<file path="src/sv/hcbp_pkg.sv">
`timescale 1ns / 1ps
// ----------------------------------------------------------------------------
// hcbp_pkg
// Shared constants and types for the code bit packer.
// ----------------------------------------------------------------------------
package hcbp_pkg;

  localparam int MAX_CODE_BITS   = 16;
  localparam int SYMBOL_COUNT    = 256;
  localparam int FIELD_CODE_BITS = 16;
  localparam int LEN_LIMIT       = (MAX_CODE_BITS > FIELD_CODE_BITS) ?
                                   FIELD_CODE_BITS : MAX_CODE_BITS;
  localparam int SYM_W           = 8;
  localparam int SYM_AW          = $clog2(SYMBOL_COUNT);
  localparam int LEN_W           = 5;
  localparam int ENTRY_W         = FIELD_CODE_BITS + LEN_W;
  localparam int PEND_W          = 7;
  localparam int PCNT_W          = 3;
  localparam int ACC_W           = PEND_W + FIELD_CODE_BITS;
  localparam int CNT_W           = 5;
  localparam int OFIFO_DEPTH     = 4;
  localparam int OFIFO_AW        = 2;
  localparam int OFIFO_CW        = 3;

  typedef enum logic [1:0] {
    OP_LOAD   = 2'd0,
    OP_ENCODE = 2'd1,
    OP_FLUSH  = 2'd2
  } op_e;

  typedef struct packed {
    logic [7:0] data;
    logic       last;
  } obyte_t;

  typedef struct packed {
    logic [1:0] cnt;
    obyte_t     e0;
    obyte_t     e1;
  } push_t;

  typedef struct packed {
    logic valid;
    logic flush;
  } s1_req_t;

  typedef struct packed {
    logic busy;
    logic s1_valid;
  } pk_stat_t;

endpackage

</file>
<file path="src/sv/hcbp_ofifo.sv">
`timescale 1ns / 1ps
// ----------------------------------------------------------------------------
// hcbp_ofifo
// Output byte queue: takes up to two bytes a cycle, hands out one.
// ----------------------------------------------------------------------------
module hcbp_ofifo (
  input  logic                          clk_i,
  input  logic                          rst_ni,
  input  hcbp_pkg::push_t               push_i,
  input  logic                          pop_i,
  output hcbp_pkg::obyte_t              head_o,
  output logic                          valid_o,
  output logic [hcbp_pkg::OFIFO_CW-1:0] free_o
);

  import hcbp_pkg::*;

  obyte_t              mem_q [OFIFO_DEPTH];
  logic [OFIFO_AW-1:0] wr_ptr_q, wr_ptr_d;
  logic [OFIFO_AW-1:0] rd_ptr_q, rd_ptr_d;
  logic [OFIFO_CW-1:0] cnt_q, cnt_d;

  always_comb begin
    wr_ptr_d = wr_ptr_q + OFIFO_AW'(push_i.cnt);
    rd_ptr_d = rd_ptr_q + OFIFO_AW'(pop_i);
    cnt_d    = cnt_q + OFIFO_CW'(push_i.cnt) - OFIFO_CW'(pop_i);
  end

  always_ff @(posedge clk_i or negedge rst_ni) begin
    if (!rst_ni) begin
      wr_ptr_q <= '0;
      rd_ptr_q <= '0;
      cnt_q    <= '0;
    end else begin
      wr_ptr_q <= wr_ptr_d;
      rd_ptr_q <= rd_ptr_d;
      cnt_q    <= cnt_d;
    end
  end

  always_ff @(posedge clk_i) begin
    if (push_i.cnt != 2'd0) begin
      mem_q[wr_ptr_q] <= push_i.e0;
    end
    if (push_i.cnt == 2'd2) begin
      mem_q[wr_ptr_q + OFIFO_AW'(1)] <= push_i.e1;
    end
  end

  assign head_o  = mem_q[rd_ptr_q];
  assign valid_o = (cnt_q != '0);
  assign free_o  = OFIFO_CW'(OFIFO_DEPTH) - cnt_q;

endmodule

</file>
<file path="config.mk">
export PLATFORM = sky130hd
export DESIGN_NAME = hcbp_ofifo
export DESIGN_NICKNAME = d
export VERILOG_FILES = /design/src/sv/hcbp_pkg.sv /design/src/sv/hcbp_ofifo.sv
export SDC_FILE = /design/constraint.sdc
export NUM_CORES = 1
export LEC_CHECK = 0
export BUFFER_PORTS_ARGS = -buffer_cell sky130_fd_sc_hd__buf_2
export CORE_AREA = 5 5 77 79
export CTS_BUF_LIST = sky130_fd_sc_hd__clkbuf_4 sky130_fd_sc_hd__clkbuf_8
export CTS_CLUSTER_DIAMETER = 60
export DETAILED_ROUTE_END_ITERATION = 12
export DIE_AREA = 0 0 82 84
export PLACE_DENSITY = 0.75
export SYNTH_ARGS = -nofsm -noshare
export SYNTH_HDL_FRONTEND = slang
export SYNTH_SLANG_ARGS = --single-unit
</file>
<file path="constraint.sdc">
create_clock -name clk_i -period 2.3 [get_ports clk_i]
set_input_delay 0.46 -clock clk_i [delete_from_list [all_inputs] [get_ports clk_i]]
set_output_delay 0.46 -clock clk_i [all_outputs]
set_load 0.02 [all_outputs]
</file>
==> run metrics <==
Worst Clk Skew 0.00803 ns; P per Cell Area 1180 nW/um^2; ordered cell list for the critical path buf_4 -> mux4_2 -> buf_2; Cell Rows 27; Worst EP arrival 1.58 ns; Via Count 1261; layout cells sized above 1 0.577; Nets 205; mux share of post-synthesis cell area 0.291; largest net degree at the start of global routing 14; fill cell count 463; die height 84 um; reg2reg end mem_q[0][8]; CP Max Fanout 9; Mapped Area 2240 sq um; io pins 36; total negative setup slack 0 ns; sw frac 0.359; Crit Reg-Reg Startpoint wr_ptr_q[1]; Worst EP required 1.84 ns; total gr overflow 0; Worst-path clk slew 0.07 ns; Clk pwr share 0.152; Worst Tran Pin Value 0.817 ns; drt wl/cell 17.7 um; PortBufs 35; #FFs+latches synth 43; fin util 0.499; fraction of the mapped netlist area in simple logic gates 0.0296; Peak Freq 489 MHz; syn avg cell area 17.2 sq um; Rel. slew slack 0.451; Sw Pwr 0.00112 W; syn_nets 161; CTS H-Tree Depth 2; initial antenna violation count 0; clock root buffer clkbuf_8; Hold Vio Cnt, Final 0; deepest clock path buffer count 2; fraction of power consumed by sequential logic 0.423; adder-cell share of the synthesized area 0.0481; Die X 82 um; Yosys cell types 23; Area Overhead vs Synth 17.6%; postcts setup bufs 0; Levels on crit path 3; Setup Viol. Count Final 0; DR DRC count 0; Buf/Inv on CP 2; VDD IR max 0.550 mV; RSZ-0062 raised after global routing no; Pleak 1.04 nW; XOR/XNOR share of the synthesized area 0.0196; largest family of logic cells by synthesized area multiplexers; Worst-Skew Late Latency 0.30 ns; Initial Util 0.425; CP max-delay cell mux4_2; slowest stage delay, CP 0.53 ns; family with the most delay on the worst path multiplexers; Detailed Route WL 4380 um; vias in the first global route 1450; status complete, no violations; post-route ant nets 0; Comb power frac 0.425; CTS tree built; DRT Pass-1 Iters 3; synth warn 0; met2 wire len 2390 um; Mapped Cells 130; Detailed Place HPWL 3300 um; maxcap violations 0; critical path endpoint head_o[8]; routability cong. 0.748; internal power 0.00200 W; met3 WL 168 um; CP Launch Type flop; DRT iter0 DRCs 56; ANT cells 0; Sink Count 43; max-slew violations 0; reg2reg setup slack 0.46 ns; Setup CP Type flop to primary output; drt via density 5.11; R2R cell count 2; total track usage 0.143; Synth Area in Compound Gates 0.0112; Tcrit/Tclk final 0.889; CP endpoint kind primary output; wl on met1 1780 um; CTS Buf Count 5; sequential fraction of the synthesis area 0.562; Register Area 1260 sq um; area of the multi-input gates 907 sq um; worst setup path start rd_ptr_q[0]; first-pass GRT wire length 7180 um; Die Area 6890 sq um; Tmin final 2.04 ns; core area 5270 sq um; top layer in use met4; Hold Crit Class input pin to flop
[area by class of cell]
class | instances | area share
well taps | 72 | 0.0343
clock buffers | 6 | 0.0290
clock inverters | 2 | 0.00333
repair buffers | 46 | 0.0980
multi-input cells | 69 | 0.345
inverters | 9 | 0.0128
flip-flops and latches | 43 | 0.478
[power by group through the flow]
stage | Sequential (W) | Combinational (W) | Clock, W
floorplan | 0.00123 | 0.00103 | 0
global placement | 0.00132 | 0.00129 | 0
detailed placement | 0.00134 | 0.00135 | 0
CTS | 0.00133 | 0.00135 | 0.000486
global route | 0.00135 | 0.00144 | 0.000519
finish | 0.00132 | 0.00132 | 0.000475
[routing by layer]
metal / global-route usage / up-vias
li1: - / 589
met1: 0.169 / 642
met2: 0.250 / 26
met3: 0.0400 / 4
met4: 0.0347 / 0
met5: 0 / -
[cells in the mapped netlist (all sizes together)]
| library cell | instances | area share |
|---|---|---|
| a21o | 1 | 0.0034 |
| edfxtp | 36 | 0.48 |
| dfrtp | 7 | 0.078 |
| nand4b | 1 | 0.0039 |
| nor2b | 1 | 0.0028 |
| o21ba | 1 | 0.0045 |
| o31ai | 1 | 0.0034 |
| xnor2 | 4 | 0.016 |
| buf | 8 | 0.022 |
| ha | 7 | 0.039 |
| nor4b | 1 | 0.011 |
| inv | 9 | 0.015 |
| mux2 | 36 | 0.20 |
| nor4bb | 2 | 0.0089 |
| fa | 1 | 0.0089 |
| mux2i | 1 | 0.0045 |
| mux4 | 9 | 0.091 |
| nor2 | 2 | 0.0034 |
| xor2 | 1 | 0.0039 |
| clkbuf | 1 | 0.0017 |
[cells by family (layout without fill, tap and decap cells)]
group                      count (synthesis)  count (layout)
adders and majority gates                  8               8
AOI/OAI and AO/OA                          3               3
and+or+nand+nor                            7               7
xor gates and xnor gates                   5               5
muxes                                     46              46
DFF                                       43              43
buffers and inverters                     18              63
[flip-flops by register name, summed over array words and instances, names as in the netlist]
name / count
cnt_q: 3
wr_ptr_q: 2
mem_q: 36
rd_ptr_q: 2
[through the flow]
stage | setup WS, ns | instances | hold slack [ns] | power (W) | area (sq um)
after floorplan | 0.468 | 130 | 0.164 | 0.00226 | 2240
after global placement | 0.138 | 237 | 0.304 | 0.00261 | 2530
after detailed placement | 0.0803 | 237 | 0.308 | 0.00269 | 2530
after CTS | 0.216 | 246 | 0.440 | 0.00317 | 2630
after global routing | 0.170 | 247 | 0.436 | 0.00331 | 2630
final | 0.255 | 247 | 0.444 | 0.00312 | 2630
[layout by cell type, fill, tap and decap left out, types with 2 or more instances in the layout]
cell type   n
mux2_2     27
mux4_2      9
dfrtp_1     7
clkbuf_8    5
buf_2      35
xnor2_1     4
nor4bb_2    2
inv_1       9
buf_4       9
ha_1        7
edfxtp_1   36
mux2_4      9
nor2_1      2
[what timing repair did]
action                     in CTS  in global routing
gates resized for setup         0                  0
hold buffers                    1                  0
hold endpoints to repair        7                  0
setup endpoints to repair       0                  0
[worst min-delay path by stage]
stage	from	to	slack, ns	cells past startpoint
6_report	pop_i	rd_ptr_q[0]	0.44	2
5_1_grt	pop_i	rd_ptr_q[0]	0.44	2
4_1_cts	pop_i	rd_ptr_q[0]	0.44	2
3_5_place_dp	rst_ni	wr_ptr_q[1]	0.31	1
3_3_place_gp	rst_ni	wr_ptr_q[0]	0.30	1
2_1_floorplan	rst_ni	cnt_q[0]	0.16	0
Note: power is estimated with default switching activity, not from simulation.
