### config.mk
export PLATFORM = sky130hd
export DESIGN_NAME = hcbp_ram
export DESIGN_NICKNAME = d
export VERILOG_FILES = /design/src/sv/hcbp_ram.sv
export SDC_FILE = /design/constraint.sdc
export NUM_CORES = 1
export LEC_CHECK = 0
export CORE_UTILIZATION = 39
export DETAILED_ROUTE_END_ITERATION = 6
export DONT_BUFFER_PORTS = 1
export MAX_ROUTING_LAYER = met4
export SYNTH_ARGS = -nofsm -noshare
export SYNTH_HDL_FRONTEND = slang
export SYNTH_SLANG_ARGS = --single-unit
### constraint.sdc
create_clock -name clk_i -period 2.7 [get_ports clk_i]
set_clock_uncertainty 0.1 [all_clocks]
set_input_delay 0.54 -clock clk_i [delete_from_list [all_inputs] [get_ports clk_i]]
set_output_delay 0.54 -clock clk_i [all_outputs]
set_load 0.05 [all_outputs]
### src/sv/hcbp_ram.sv
`timescale 1ns / 1ps
// ----------------------------------------------------------------------------
// hcbp_ram
// Generic single write, single read RAM with registered read data.
// ----------------------------------------------------------------------------
module hcbp_ram #(
  parameter int WIDTH = 8,
  parameter int DEPTH = 16
) (
  input  logic                     clk_i,
  input  logic                     we_i,
  input  logic [$clog2(DEPTH)-1:0] waddr_i,
  input  logic [WIDTH-1:0]         wdata_i,
  input  logic                     re_i,
  input  logic [$clog2(DEPTH)-1:0] raddr_i,
  output logic [WIDTH-1:0]         rdata_o
);

  logic [WIDTH-1:0] mem_q [DEPTH];
  logic [WIDTH-1:0] rdata_q;

  always_ff @(posedge clk_i) begin
    if (we_i) begin
      mem_q[waddr_i] <= wdata_i;
    end
    if (re_i) begin
      rdata_q <= mem_q[raddr_i];
    end
  end

  assign rdata_o = rdata_q;

endmodule

==> results of run 1 <==
-- through the flow --
| step | instances | total power [uW] | utilization (%) | worst slack [ns] | area (um^2) |
|---|---|---|---|---|---|
| floorplan | 229 | 2590 | - | 0.567 | 5230 |
| global placement | 402 | 2600 | 42.4 | 0.792 | 5440 |
| detailed placement | 402 | 2610 | 42.4 | 0.759 | 5440 |
| CTS | 434 | 4720 | 46.6 | 0.891 | 5980 |
| global route | 434 | 4820 | 46.6 | 0.868 | 5980 |
| finish | 434 | 4680 | 46.6 | 0.916 | 5980 |
-- Yosys cell counts --
library cell     instances  area (um^2)
edfxtp_1               136         4080
mux4_2                  18          405
a22oi_1                 16          120
mux4_1                  14          368
nor2_1                  13         48.8
nand2_1                  9         33.8
nor3_1                   4         20.0
buf_2                    3         15.0
buf_6                    3         33.8
clkdlybuf4s25_2          3         30.0
nand2b_1                 2         12.5
nand3b_1                 2         15.0
and2_1                   1         6.26
and2b_1                  1         7.51
buf_4                    1         7.51
nand3_1                  1         5.00
nor2b_1                  1         6.26
or3b_2                   1         8.76
-- power breakdown --
| part | switching (uW) | leakage (uW) | internal, uW | total (uW) |
|---|---|---|---|---|
| Clock | 788 | 0.000266 | 1320 | 2110 |
| Sequential | 52.1 | 0.00124 | 2380 | 2430 |
| Combinational | 58.1 | 0.000429 | 69.5 | 128 |
-- registers in the layout, indices dropped and copies added, names as in the netlist --
register / flops
mem_q: 128
rdata_o: 8
-- logic make-up (layout without fill, tap and decap cells) --
group / count (synthesis) / count (layout) / share of synthesized area [%]
buffers and inverters: 10 / 43 / 1.65
AO/OA/AOI/OAI: 16 / 16 / 2.30
multiplexers: 32 / 32 / 14.8
AND/OR/NAND/NOR: 35 / 35 / 3.14
flip-flops: 136 / 136 / 78.1
-- cell type report --
class	instances	area, um^2	area share, %
Clock buffer	18	429	7.17
Clock inverter	14	114	1.90
Multi-Input combinational cell	83	1060	17.7
Sequential cell	136	4080	68.3
Tap cell	172	215	3.60
Timing Repair Buffer	11	82.6	1.38
-- metal layers --
layer  track usage [%]  vias to the layer above  routed length, um
met1              21.0                     1233               4360
met5                 -                        -                  0
met2              25.3                       62               5060
met4              5.69                        0                129
met3              6.59                       12                722
li1                  -                     1025                  -
-- path summary, 6_finish.rpt --
kind,start,to,slack [ns],cells past startpoint
worst min register to register,mem_q[14][6]$_DFFE_PP_,rdata_o[6]$_DFFE_PP_,0.66,3
worst min-delay path,wdata_i[3],mem_q[4][3]$_DFFE_PP_,0.12,0
worst max register to register,mem_q[11][7]$_DFFE_PP_,rdata_o[7]$_DFFE_PP_,1.02,3
worst max-delay path,rdata_o[7]$_DFFE_PP_,rdata_o[7],0.92,0
==> metrics, run 1 <==
status=completed; worst hold slack=0.122 ns; commonest non-fill, non-tap cell in the layout=edfxtp_1; Crit Path Class=flip-flop to primary output; Rel. slew slack=42.3%; die width=118 um; Slew @ Worst Pin=0.862 ns; Peak VDD IR=0.523 mV; data required time at the worst endpoint=2.06 ns; CTS tree=yes; Post-Route WL=10,300 um; Num CTS Buffers=17; pin count of the biggest net entering global routing=33; number of fillers in the final layout=1,072; P&R area growth vs syn=14.4%; Clk pin slew, worst setup/hold paths=0.05 ns; Resized cells post-CTS=0; Std-Cell Rows=41; first-pass GRT wire length=15,500 um; antenna violations before repair=0; CTS Root Cell=clkbuf_16; Hold/Removal Path Class=input pin to flip-flop; DRT antenna net count=0; FF+latch count, synth=136; crit share post-route=66.1%; HPWL after detailed placement=6450 um; Setup crit end kind=primary output; Remaining DRCs=0; register area share after synthesis=78.1%; Core Area=12,800 um^2; crit start category=flip-flop; initial core utilization=40.8%; Leak=0.00193 uW; Cells after Synth=229; Mapped Avg Cell Area=22.8 um^2; Worst EP arrival=1.14 ns; Max Root-Sink Buffers=2; H-tree depth=4; Antenna Cells=0; Vias/cell=5.37; Final Setup Violations=0; Initial DRT Pass Iterations=4; Synth Warn #=0; GP Congestion=0.740; Slew Viols, Final=0; total gr overflow=0; vias=2,332; drt wl/cell=23.7 um; library cells used by synthesis=18; post-CTS repair timing setup buffer count=0; Chip Height=118 um; maximum clock frequency=560 MHz; port bufs=0; io pins=27; RSZ-0062 raised after global routing=no; Hold Vio Cnt, Final=0; most frequent cells in the layout=edfxtp_1, mux4_2, clkbuf_16; DR iter-0 viols=241; setup TNS=0 ns; Power Density=782 nW/um^2; Final min period=1.78 ns; Post-Syn Area=5230 um^2; max-cap violations=0; syn nets=248; Worst-Skew Late Latency=0.41 ns; CTS sink count=136; Die Footprint=13,900 um^2; vias in the first global route=2,430; share of post-route cells with drive strength above 1=20.6%; hold buffer count at CTS=0; GRT Util Overall=16.9%; final layout net count=268; CP Max Fanout=1
Note: power is estimated with default switching activity, not from simulation.
==> inputs of run 2 (changes only) <==
ABC_AREA = 1   (was unset)
clock period = 1.7 ns   (was 2.7 ns; I/O delays follow)
==> run 2 against run 1 <==
Design area increased by 12%. Wire length up 30%. Flip-flop and latch count stayed put. Synthesized cell count is 140% higher. Register-to-register slack worse by 0.59 ns. Setup slack got worse by 0.76 ns.
==> metrics, run 2 <==
GRT Util Overall=19.0% (+2.1 points); port bufs=0 (unchanged); H-tree depth=4 (unchanged); Hold/Removal Path Class=input pin to flip-flop; Rel. slew slack=45.2% (+2.8 points); total gr overflow=0 (unchanged); Chip Height=124 um (+5.7%); Cells after Synth=551 (+140%); Worst EP arrival=1.10 ns (-0.04 ns); post-synth top area share=69.8% (-8.3 points); storage element area=4080 um^2 (unchanged); Max Root-Sink Buffers=2 (unchanged); Post-Route WL=13,300 um (+30%); CTS Root Cell=clkbuf_16; Core Area=14,600 um^2 (+14%); Final Setup Violations=0 (unchanged); share of synthesized registers carrying an async set or reset=0% (unchanged); Std-Cell Rows=44 (+7.3%); post-synth top area cell=edfxtp_1; crit share post-route=90.6%; FF+latch count, synth=136 (unchanged); HPWL after detailed placement=8490 um (+31%); Power Density=1110 nW/um^2 (+42%); most flop-heavy register=mem_q; Clk pin slew, worst setup/hold paths=0.05 ns (about the same); vias=3,746 (+61%); antenna violations before repair=0 (unchanged); P&R area growth vs syn=14.2%; Post-synth EDFFs=136 (unchanged); RSZ-0062 raised after global routing=no; share of post-route cells with drive strength above 1=7.00% (-14 points); Cell Area, Placed=6090 um^2 (+12%); Mapped Avg Cell Area=10.6 um^2 (-54%); vias in the first global route=3,712 (+53%); hold buffer count at CTS=9 (+9); maximum clock frequency=649 MHz; pin count of the biggest net entering global routing=66 (+100%); Main synth FF type=edfxtp_1; CTS sink count=136 (unchanged); worst hold slack=0.0431 ns (-0.0787 ns); die width=124 um (+5.7%); Remaining DRCs=0 (unchanged); CP Max Fanout=1 (unchanged); number of fillers in the final layout=1,339 (+25%); GP Congestion=0.810 (+9.5%); CTS tree=yes; data required time at the worst endpoint=1.26 ns (-0.80 ns); area of the multi-input gates=1210 um^2 (+15%); syn nets=570 (+130%); Setup crit end kind=primary output; Crit Path Class=flip-flop to primary output; io pins=27 (unchanged); register area share after synthesis=69.8% (-8.3 points); Die Footprint=15,500 um^2 (+12%); Worst-Skew Late Latency=0.41 ns (about the same); crit start category=flip-flop; Peak VDD IR=0.658 mV (+26%); post-CTS repair timing setup buffer count=0 (unchanged); Synth area leaders=edfxtp_1, nand2_1, nand3_1; max FFs per register=128 (unchanged); Antenna Cells=0 (unchanged); most frequent cells in the layout=nand2_1, edfxtp_1, inv_1; status=completed; library cells used by synthesis=11 (-7); Leak=0.00282 uW (+46%); final layout net count=594 (+120%); Initial DRT Pass Iterations=5 (+1); max-cap violations=0 (unchanged); Vias/cell=4.86 (-9.5%); commonest non-fill, non-tap cell in the layout=nand2_1; DRT antenna net count=0 (unchanged); Post-synth top cells=nand2_1, edfxtp_1, inv_1; Finished Cell Area=6680 um^2 (+12%); setup TNS=0 ns (unchanged); Final min period=1.54 ns; Hold Vio Cnt, Final=0 (unchanged); DR iter-0 viols=320 (+33%); drt wl/cell=17.3 um (-27%); Post-Syn Area=5850 um^2 (+12%); Synth Warn #=0 (unchanged); most frequent cell after synthesis=nand2_1; Num CTS Buffers=17 (unchanged); first-pass GRT wire length=20,600 um (+33%); Slew @ Worst Pin=0.820 ns (-0.0421 ns); Slew Viols, Final=0 (unchanged); Resized cells post-CTS=0 (unchanged); initial core utilization=40.1% (-0.68 points)
==> run 2: routing by layer <==
metal  vias to the layer above  share of wire (%)  routed length, um  GRT usage (%)
li1                       1830                  -                  -              -
met1                      1795                 43               5780           24.0
met2                        98                 48               6370           29.6
met3                        23                6.7                897           3.95
met4                         0                2.0                272           8.29
met5                         -                  0                  0              -
==> run 2: logic make-up after synthesis <==
| kind of cell | count (synthesis) | synth area share, % |
|---|---|---|
| buffers and inverters | 126 | 9.39 |
| flip-flops | 136 | 69.8 |
| AND/OR/NAND/NOR | 289 | 20.8 |
==> run 2: where the power goes <==
part | internal, uW | switching [uW]
combinational | 123 | 262
clock | 1950 | 1210
sequential | 3790 | 82.2
==> run 2: worst paths after layout <==
kind | endpoint | slack (ns) | startpoint | depth (start not counted)
min reg2reg | rdata_o[7]$_DFFE_PP_ | 0.66 | mem_q[10][7]$_DFFE_PP_ | 6
max reg2reg | rdata_o[1]$_DFFE_PP_ | 0.43 | mem_q[8][1]$_DFFE_PP_ | 6
max | rdata_o[1] | 0.16 | rdata_o[1]$_DFFE_PP_ | 0
min | rdata_o[7]$_DFFE_PP_ | 0.04 | raddr_i[3] | 2
==> run 2: final cells by class <==
cell class	instances	area share, %
clock buffer	22	6.65
clock inverter	8	0.862
multi-input combinational	289	18.2
timing repair buffer	29	3.97
sequential	136	61.2
tap	184	3.45
inverter	102	5.73
==> run 2: stage by stage <==
stage               instances  setup WS (ns)  util (%)  power, uW
finish                    770          0.160      45.8       7410
global route              770          0.130      45.8       7660
CTS                       770          0.135      45.8       7480
detailed placement        731         0.0893      41.7       4240
global placement          731          0.118      41.7       4240
floorplan                 551          0.309         -       4190
