--- src/sv/hcbp_pkg.sv ---
`timescale 1ns / 1ps
// ----------------------------------------------------------------------------
// hcbp_pkg
// Shared constants and types for the code bit packer.
// ----------------------------------------------------------------------------
package hcbp_pkg;

  localparam int MAX_CODE_BITS   = 16;
  localparam int SYMBOL_COUNT    = 256;
  localparam int FIELD_CODE_BITS = 16;
  localparam int LEN_LIMIT       = (MAX_CODE_BITS > FIELD_CODE_BITS) ?
                                   FIELD_CODE_BITS : MAX_CODE_BITS;
  localparam int SYM_W           = 8;
  localparam int SYM_AW          = $clog2(SYMBOL_COUNT);
  localparam int LEN_W           = 5;
  localparam int ENTRY_W         = FIELD_CODE_BITS + LEN_W;
  localparam int PEND_W          = 7;
  localparam int PCNT_W          = 3;
  localparam int ACC_W           = PEND_W + FIELD_CODE_BITS;
  localparam int CNT_W           = 5;
  localparam int OFIFO_DEPTH     = 4;
  localparam int OFIFO_AW        = 2;
  localparam int OFIFO_CW        = 3;

  typedef enum logic [1:0] {
    OP_LOAD   = 2'd0,
    OP_ENCODE = 2'd1,
    OP_FLUSH  = 2'd2
  } op_e;

  typedef struct packed {
    logic [7:0] data;
    logic       last;
  } obyte_t;

  typedef struct packed {
    logic [1:0] cnt;
    obyte_t     e0;
    obyte_t     e1;
  } push_t;

  typedef struct packed {
    logic valid;
    logic flush;
  } s1_req_t;

  typedef struct packed {
    logic busy;
    logic s1_valid;
  } pk_stat_t;

endpackage

--- src/sv/hcbp_pack.sv ---
`timescale 1ns / 1ps
// ----------------------------------------------------------------------------
// hcbp_pack
// Second stage: appends the looked-up code to the pending bits and splits
// off completed bytes, or pads out the partial byte on a flush.
// ----------------------------------------------------------------------------
module hcbp_pack (
  input  logic                      clk_i,
  input  logic                      rst_ni,
  input  hcbp_pkg::s1_req_t         req_i,
  input  logic [hcbp_pkg::ENTRY_W-1:0] entry_i,
  input  logic                      room_i,
  output hcbp_pkg::push_t           push_o,
  output hcbp_pkg::pk_stat_t        stat_o
);

  import hcbp_pkg::*;

  logic                       s1_valid_q, s1_valid_d;
  logic                       s1_flush_q, s1_flush_d;
  logic [PEND_W-1:0]          pend_bits_q, pend_bits_d;
  logic [PCNT_W-1:0]          pend_cnt_q, pend_cnt_d;
  logic                       fire;
  logic [LEN_W-1:0]           len_raw, len_c;
  logic [FIELD_CODE_BITS-1:0] code;
  logic [ACC_W-1:0]           acc;
  logic [CNT_W-1:0]           cnt, sh0, sh1;
  logic [7:0]                 b0, b1, fbyte;
  logic [PCNT_W-1:0]          new_cnt;
  logic [PEND_W-1:0]          new_bits;

  assign fire = s1_valid_q && room_i;

  always_comb begin
    s1_valid_d = s1_valid_q;
    s1_flush_d = s1_flush_q;
    if (req_i.valid) begin
      s1_valid_d = 1'b1;
      s1_flush_d = req_i.flush;
    end else if (fire) begin
      s1_valid_d = 1'b0;
    end
  end

  always_comb begin
    len_raw  = entry_i[ENTRY_W-1 -: LEN_W];
    code     = entry_i[FIELD_CODE_BITS-1:0];
    len_c    = (len_raw > LEN_W'(FIELD_CODE_BITS)) ? LEN_W'(FIELD_CODE_BITS) : len_raw;
    acc      = (ACC_W'(pend_bits_q) << len_c) | ACC_W'(code);
    cnt      = CNT_W'(pend_cnt_q) + CNT_W'(len_c);
    sh0      = cnt - CNT_W'(8);
    sh1      = cnt - CNT_W'(16);
    b0       = 8'(acc >> sh0);
    b1       = 8'(acc >> sh1);
    new_cnt  = cnt[PCNT_W-1:0];
    new_bits = PEND_W'(acc) & PEND_W'((8'd1 << new_cnt) - 8'd1);
    fbyte    = 8'({1'b0, pend_bits_q} << (4'd8 - {1'b0, pend_cnt_q}));
  end

  always_comb begin
    push_o      = '0;
    pend_bits_d = pend_bits_q;
    pend_cnt_d  = pend_cnt_q;
    if (fire) begin
      if (s1_flush_q) begin
        if (pend_cnt_q != '0) begin
          push_o.cnt     = 2'd1;
          push_o.e0.data = fbyte;
          push_o.e0.last = 1'b1;
        end
        pend_bits_d = '0;
        pend_cnt_d  = '0;
      end else begin
        case (cnt[4:3])
          2'd1: begin
            push_o.cnt     = 2'd1;
            push_o.e0.data = b0;
            push_o.e0.last = 1'b1;
          end
          2'd2: begin
            push_o.cnt     = 2'd2;
            push_o.e0.data = b0;
            push_o.e0.last = 1'b0;
            push_o.e1.data = b1;
            push_o.e1.last = 1'b1;
          end
          default: ;
        endcase
        pend_bits_d = new_bits;
        pend_cnt_d  = new_cnt;
      end
    end
  end

  always_ff @(posedge clk_i or negedge rst_ni) begin
    if (!rst_ni) begin
      s1_valid_q  <= 1'b0;
      pend_bits_q <= '0;
      pend_cnt_q  <= '0;
    end else begin
      s1_valid_q  <= s1_valid_d;
      pend_bits_q <= pend_bits_d;
      pend_cnt_q  <= pend_cnt_d;
    end
  end

  always_ff @(posedge clk_i) begin
    s1_flush_q <= s1_flush_d;
  end

  assign stat_o.busy     = s1_valid_q && !room_i;
  assign stat_o.s1_valid = s1_valid_q;

endmodule

--- config.mk ---
export PLATFORM = sky130hd
export DESIGN_NAME = hcbp_pack
export DESIGN_NICKNAME = d
export VERILOG_FILES = /design/src/sv/hcbp_pkg.sv /design/src/sv/hcbp_pack.sv
export SDC_FILE = /design/constraint.sdc
export NUM_CORES = 1
export LEC_CHECK = 0
export ABC_AREA = 0
export BUFFER_PORTS_ARGS = -buffer_cell sky130_fd_sc_hd__buf_2
export CAP_MARGIN = 20
export CORE_MARGIN = 1.5
export CORE_UTILIZATION = 45
export DETAILED_ROUTE_END_ITERATION = 10
export PLACE_DENSITY = 0.65
export SLEW_MARGIN = 10
export SYNTH_ARGS = -nofsm -noshare
export SYNTH_HDL_FRONTEND = slang
export SYNTH_SLANG_ARGS = --single-unit
--- constraint.sdc ---
create_clock -name clk_i -period 5 [get_ports clk_i]
set_input_delay 0.5 -clock clk_i [delete_from_list [all_inputs] [get_ports clk_i]]
set_output_delay 0.5 -clock clk_i [all_outputs]
set_load 0.02 [all_outputs]
==> results of run 1 <==
final timing paths:
| path | to | cells past startpoint | startpoint |
|---|---|---|---|
| max in group asynchronous | pend_bits_q[0] | 1 | rst_ni |
| worst min register to register | pend_cnt_q[1] | 2 | pend_cnt_q[1] |
| min in group clk_i | s1_flush_q | 1 | req_i[0] |
| worst max register to register | pend_bits_q[6] | 9 | pend_cnt_q[0] |
| worst min-delay path | s1_valid_q | 1 | rst_ni |
| worst max-delay path | push_o[13] | 17 | entry_i[20] |
area by class of cell:
cell class,instances,area [µm²],area share [%]
Inverter,14,52.6,1.51
Tap cell,96,120,3.45
Sequential cell,12,305,8.76
Clock buffer,4,55.1,1.58
Multi-Input combinational cell,348,2580,74.1
Timing Repair Buffer,65,370,10.6
layer usage:
metal  vias up  part of all wire [%]  GRT usage (%)
met1      1745                    41           42.0
met5         -                     0              0
li1       1701                     -              -
met4         0                   4.4           12.9
met3        51                    10           3.98
met2       271                    45           47.9
state kept, by name (all words and copies together) (netlist names):
signal,cells
pend_cnt_q,3
s1_flush_q,1
pend_bits_q,7
s1_valid_q,1
cell families (layout without fill, tap and decap cells):
family,count (synthesis),in the layout,share of synthesized area [%]
adder cells (fa/ha/maj),9,9,3.79
flip-flops,12,12,9.64
buffers and inverters,59,83,9.05
AND/OR/NAND/NOR,149,149,25.7
AO/OA/AOI/OAI,154,154,36.6
multiplexers,30,30,13.0
XOR/XNOR,6,6,2.13
critical path, cell delays in order:
cell,delay (ns)
buf_2,0.12
nand2b_2,0.23
inv_1,0.20
ha_1,0.27
and4b_1,0.17
o21ai_1,0.28
a21oi_1,0.13
nor2b_1,0.39
inv_1,0.12
ha_1,0.23
o21bai_1,0.32
nor2_1,0.17
nand3b_1,0.25
nand4b_1,0.14
o31ai_1,0.08
o311a_1,0.34
buf_2,0.16
Yosys cell counts, drive strengths merged, types with 6 or more instances:
cell / instances
o21ai: 15
nand3: 17
a32o: 6
buf: 22
a31oi: 10
mux4: 8
a211oi: 12
nor3: 13
dfrtp: 11
nor2b: 7
o211ai: 9
mux2i: 15
a21oi: 25
ha: 8
nand2b: 8
a221oi: 6
or3: 7
clkbuf: 23
nand2: 43
mux2: 7
inv: 13
nor2: 23
power groups by stage:
stage | Sequential (mW) | Clock (mW) | Combinational, mW
5_1_grt | 0.188 | 0.111 | 1.18
6_report | 0.186 | 0.103 | 1.10
3_3_place_gp | 0.184 | 0 | 1.06
4_1_cts | 0.182 | 0.105 | 1.07
3_5_place_dp | 0.184 | 0 | 1.06
2_1_floorplan | 0.128 | 0 | 0.833
per-stage QoR:
step / utilization [%] / hold WS, ns / worst slack, ns
6_report: 51.3 / 0.123 / 0.379
5_1_grt: 51.3 / 0.128 / 0.122
4_1_cts: 51.3 / 0.123 / 0.481
3_5_place_dp: 50.5 / 0.379 / 0.497
3_3_place_gp: 50.5 / 0.381 / 0.670
2_1_floorplan: - / 0.204 / 0.678
==> impl_metrics.toml, run 1 <==
[outcome]
outcome = "completed"

[power]
ir_worst_vdd_mv = 0.278
switching_power_mw = 0.766
clockPowerShare_pct = 7.4
powerDensity_mw_per_mm2 = 398
fin_total_pwr_mw = 1.39
p_comb_share_pct = 79.2
power.share.switching_pct = 55.1
p_int_mw = 0.623
p_leak_nw = 1.39
seqPwrFrac_pct = 13.4

[routing]
postRouteAntennaNets = 0
vias = 3768
dr.first_iter.drc_count = 729
drtPass1Iterations = 5
wl_per_cell_um = 21.4
viasPerCell = 6.99
finalWirelength_um = 11500
drc_errors = 0

[sta]
finalHoldViolations = 0
fin_tns_setup_ns = 0
grt_setup_unrepaired = "false"
period_share_pct = 92.4
worst_pin_slew_ns = 0.962
slew_headroom_pct = 35.3
final_max_slew_viol_count = 0
setup_violations = 0
period_minus_slack_ns = 4.62
clock_skew_ns = 0.000606
fmax_ghz = 0.216

[global_routing]
grt_pass1_wl_um = 18000
grt_pass1_vias = 3404
grt_antenna_before_repair = 0
grt_usage_pct = 30.5
grt-ovfl-total = 0
grt_max_degree = 31

[clock_network]
tritoncts = "done"
clkSinkCount = 12
cts_resized = 0
ctsLongestPathBuffers = 2
cts_setup_buffers = 0
cts_made_buffers = 3
cts_htree_levels = 1
clk_pin_slew_worst_paths_ns = 0.05
ctsRootBufferMaster = "clkbuf_8"
ctsHoldBuffers = 0
insertion_delay_ns = 0.24

[yosys]
syn_nets = 454
yosysTopAreaCellShare_pct = 8.69
synth_largest_area_cell = "dfrtp_1"
synth_top_flop_cell = "dfrtp_1"
synth.avg_cell_area_um2 = 7.56
postSynthCellCount = 419
netlist_area_mm2 = 0.00317
ys_top_cells_by_area = "dfrtp_1 8.7%, mux4_2 5.7%, nand2_1 5.1%"
ys_ff_latch = 12
yosys_warnings = 0
synth_edf_count = 1
ys_types = 86
synth-async-reset-ratio_pct = 91.7
synth_seq_area_share_pct = 9.64

[finish]
num_antenna_cells = 0
nNetsFinal = 479
stdcell_count = 539
final_common_cell = "buf_2"
drive_above_1_share_pct = 23.0
final_cell_mix = "47 x buf_2, 43 x nand2_1, 25 x a21oi_1, 23 x nor2_1, 18 x buf_4"
fin_area_mm2 = 0.00349
syn2layout_area_growth_pct = 10.1
fillers = 674

[die]
coreArea_mm2 = 0.00679
die_y_um = 86.9
num_rows = 30
pin_count = 48
die_w_um = 86.9
initial_core_util_pct = 46.6
die-area_mm2 = 0.00755

[setup_path]
critical_path_class = "in2out"
startpoint_type = "input pin"
critPathCaptureType = "output pin"
crit_fanout = 6
r2r_setup_slack_ns = 1.47
critPathArrivalTime_ns = 4.12
cp_data_required_time_ns = 4.50

[placement]
dp_hpwl_um = 8770
dpl.cell_count = 535
portBuffers = 47
gp_congestion = 0.947
placed_area_mm2 = 0.00343

[run]
drv_cap = 0

[min_path]
hold_class = "in2async"
Note: power is estimated with default switching activity, not from simulation.
==> inputs of run 2 (changes only) <==
--- a/config.mk
+++ b/config.mk
@@ -10,6 +10,7 @@
 export CAP_MARGIN = 20
 export CORE_MARGIN = 1.5
 export CORE_UTILIZATION = 45
+export CTS_BUF_LIST = sky130_fd_sc_hd__clkbuf_2 sky130_fd_sc_hd__clkbuf_4 sky130_fd_sc_hd__clkbuf_8
 export DETAILED_ROUTE_END_ITERATION = 10
 export PLACE_DENSITY = 0.65
 export SLEW_MARGIN = 10
==> constraint.sdc (replaced) <==
create_clock -name clk_i -period 4.8 [get_ports clk_i]
set_input_delay 0.48 -clock clk_i [delete_from_list [all_inputs] [get_ports clk_i]]
set_output_delay 0.48 -clock clk_i [all_outputs]
set_load 0.02 [all_outputs]
==> run 2 against run 1 <==
  * Sequential share of layout area about the same
  * Count of clock-buffer cells in the layout unchanged
  * Total power up 3.6%
  * First-iteration DRC count down 36%
  * Cell area down 0.36%
  * Die area unchanged
  * Sequential cell count unchanged
  * Sequential power down 3%
  * Utilization down 0.18 points
  * Clock power about the same
  * Non-clock buffer count down 2
  * Largest power group unchanged
  * Critical path depth unchanged
==> impl_metrics.toml, run 2 (same netlist as run 1, synthesis figures left out) <==
[outcome]
outcome = "completed"

[finish]
regMostFlops = "pend_bits_q"
drive_above_1_share_pct = 22.9
largest_reg_flops = 7
nNetsFinal = 477
top_regs = "pend_bits_q x7, pend_cnt_q x3"
final_cell_mix = "47 x buf_2, 43 x nand2_1, 25 x a21oi_1, 23 x nor2_1, 17 x nand3_1"
fin_util_pct = 51.1
fillers = 683
syn2layout_area_growth_pct = 9.68
fin_area_mm2 = 0.00347
num_antenna_cells = 0
final_common_cell = "buf_2"
stdcell_count = 537

[min_path]
hold_class = "in2async"

[global_routing]
grt-ovfl-total = 0
grt_max_degree = 29
grt_pass1_wl_um = 18100
grt_antenna_before_repair = 0
grt_usage_pct = 31.0
grt_pass1_vias = 3429

[power]
ir_worst_vdd_mv = 0.296
p_leak_nw = 1.38
fin_total_pwr_mw = 1.44
powerDensity_mw_per_mm2 = 414

[sta]
period_share_pct = 92.8
fin_tns_setup_ns = 0
setup_violations = 0
finalWorstSetupSlack_ns = 0.347
period_minus_slack_ns = 4.45
finalHoldViolations = 0
final_max_slew_viol_count = 0
grt_setup_unrepaired = "false"
holdWs_ns = 0.103
fmax_ghz = 0.225
clock_skew_ns = 0.00108
worst_pin_slew_ns = 0.855
slew_headroom_pct = 42.8

[routing]
drtPass1Iterations = 5
viasPerCell = 6.92
wl_per_cell_um = 21.4
dr.first_iter.drc_count = 463
postRouteAntennaNets = 0
vias = 3714
finalWirelength_um = 11500
drc_errors = 0

[clock_network]
ctsLongestPathBuffers = 2
cts_setup_buffers = 0
clkSinkCount = 12
tritoncts = "done"
ctsRootBufferMaster = "clkbuf_8"
cts_resized = 0
ctsHoldBuffers = 0
clk_pin_slew_worst_paths_ns = 0.05
cts_made_buffers = 3
insertion_delay_ns = 0.23
cts_htree_levels = 1

[die]
coreArea_mm2 = 0.00679
die_y_um = 86.9
die_w_um = 86.9
num_rows = 30
die-area_mm2 = 0.00755
pin_count = 48
initial_core_util_pct = 46.6

[placement]
portBuffers = 47
gp_congestion = 1.04
placed_area_mm2 = 0.00342
dpl.cell_count = 533
dp_hpwl_um = 8880
preCtsSetupSlack_ns = 0.254

[setup_path]
crit_fanout = 10
critPathArrivalTime_ns = 3.97
startpoint_type = "input pin"
critPathCaptureType = "output pin"
critical_path_class = "in2out"
cp_data_required_time_ns = 4.32

[run]
drv_cap = 0
[run 2: changes by cell type in the layout (fill, tap and decap cells not counted), sizes merged]
| cell | delta |
|---|---|
| buf | -2 |
[run 2: path summary, 6_finish.rpt]
| path | from | end | slack [ns] | cells after the start |
|---|---|---|---|---|
| worst max-delay path | entry_i[20] | push_o[13] | 0.35 | 17 |
| worst min-delay path | rst_ni | pend_cnt_q[1] | 0.10 | 1 |
| worst max register to register | pend_cnt_q[0] | pend_bits_q[4] | 1.52 | 11 |
| worst min register to register | pend_cnt_q[2] | pend_cnt_q[2] | 0.57 | 1 |
| max in group asynchronous | rst_ni | pend_bits_q[2] | 4.50 | 1 |
| min in group clk_i | req_i[0] | s1_flush_q | 0.42 | 1 |
[run 2: final cells by class]
class,instances,area [µm²],share of cell area [%]
tap,96,120,3.46
inverter,14,52.6,1.51
sequential,12,305,8.79
timing repair buffer,63,355,10.2
clock buffer,4,55.1,1.59
multi-input combinational,348,2580,74.4
[run 2: worst max-delay path, stage by stage]
cell and delay [ns]:
buf_2 0.16, nand2b_2 0.24, inv_1 0.17, ha_1 0.25
and4b_1 0.18, o21ai_1 0.21, a21oi_1 0.13, nor2b_2 0.36
inv_1 0.11, ha_1 0.22, o21bai_1 0.32, nor2_1 0.17
nand3b_1 0.25, nand4b_1 0.14, o31ai_1 0.10, o311a_1 0.35
buf_2 0.16
[run 2: power by group]
group / total (mW) / internal [mW] / switching (mW) / leakage (nW)
sequential: 0.180 / 0.122 / 0.0584 / 0.154
clock: 0.106 / 0.0722 / 0.0342 / 0.0288
combinational: 1.15 / 0.449 / 0.703 / 1.20
[run 2: layer usage]
metal  global-route usage [%]  part of all wire (%)
met1                     42.5                    41
met2                     50.7                    46
met3                     3.22                   8.9
met4                     10.4                   3.2
met5                        0                     0
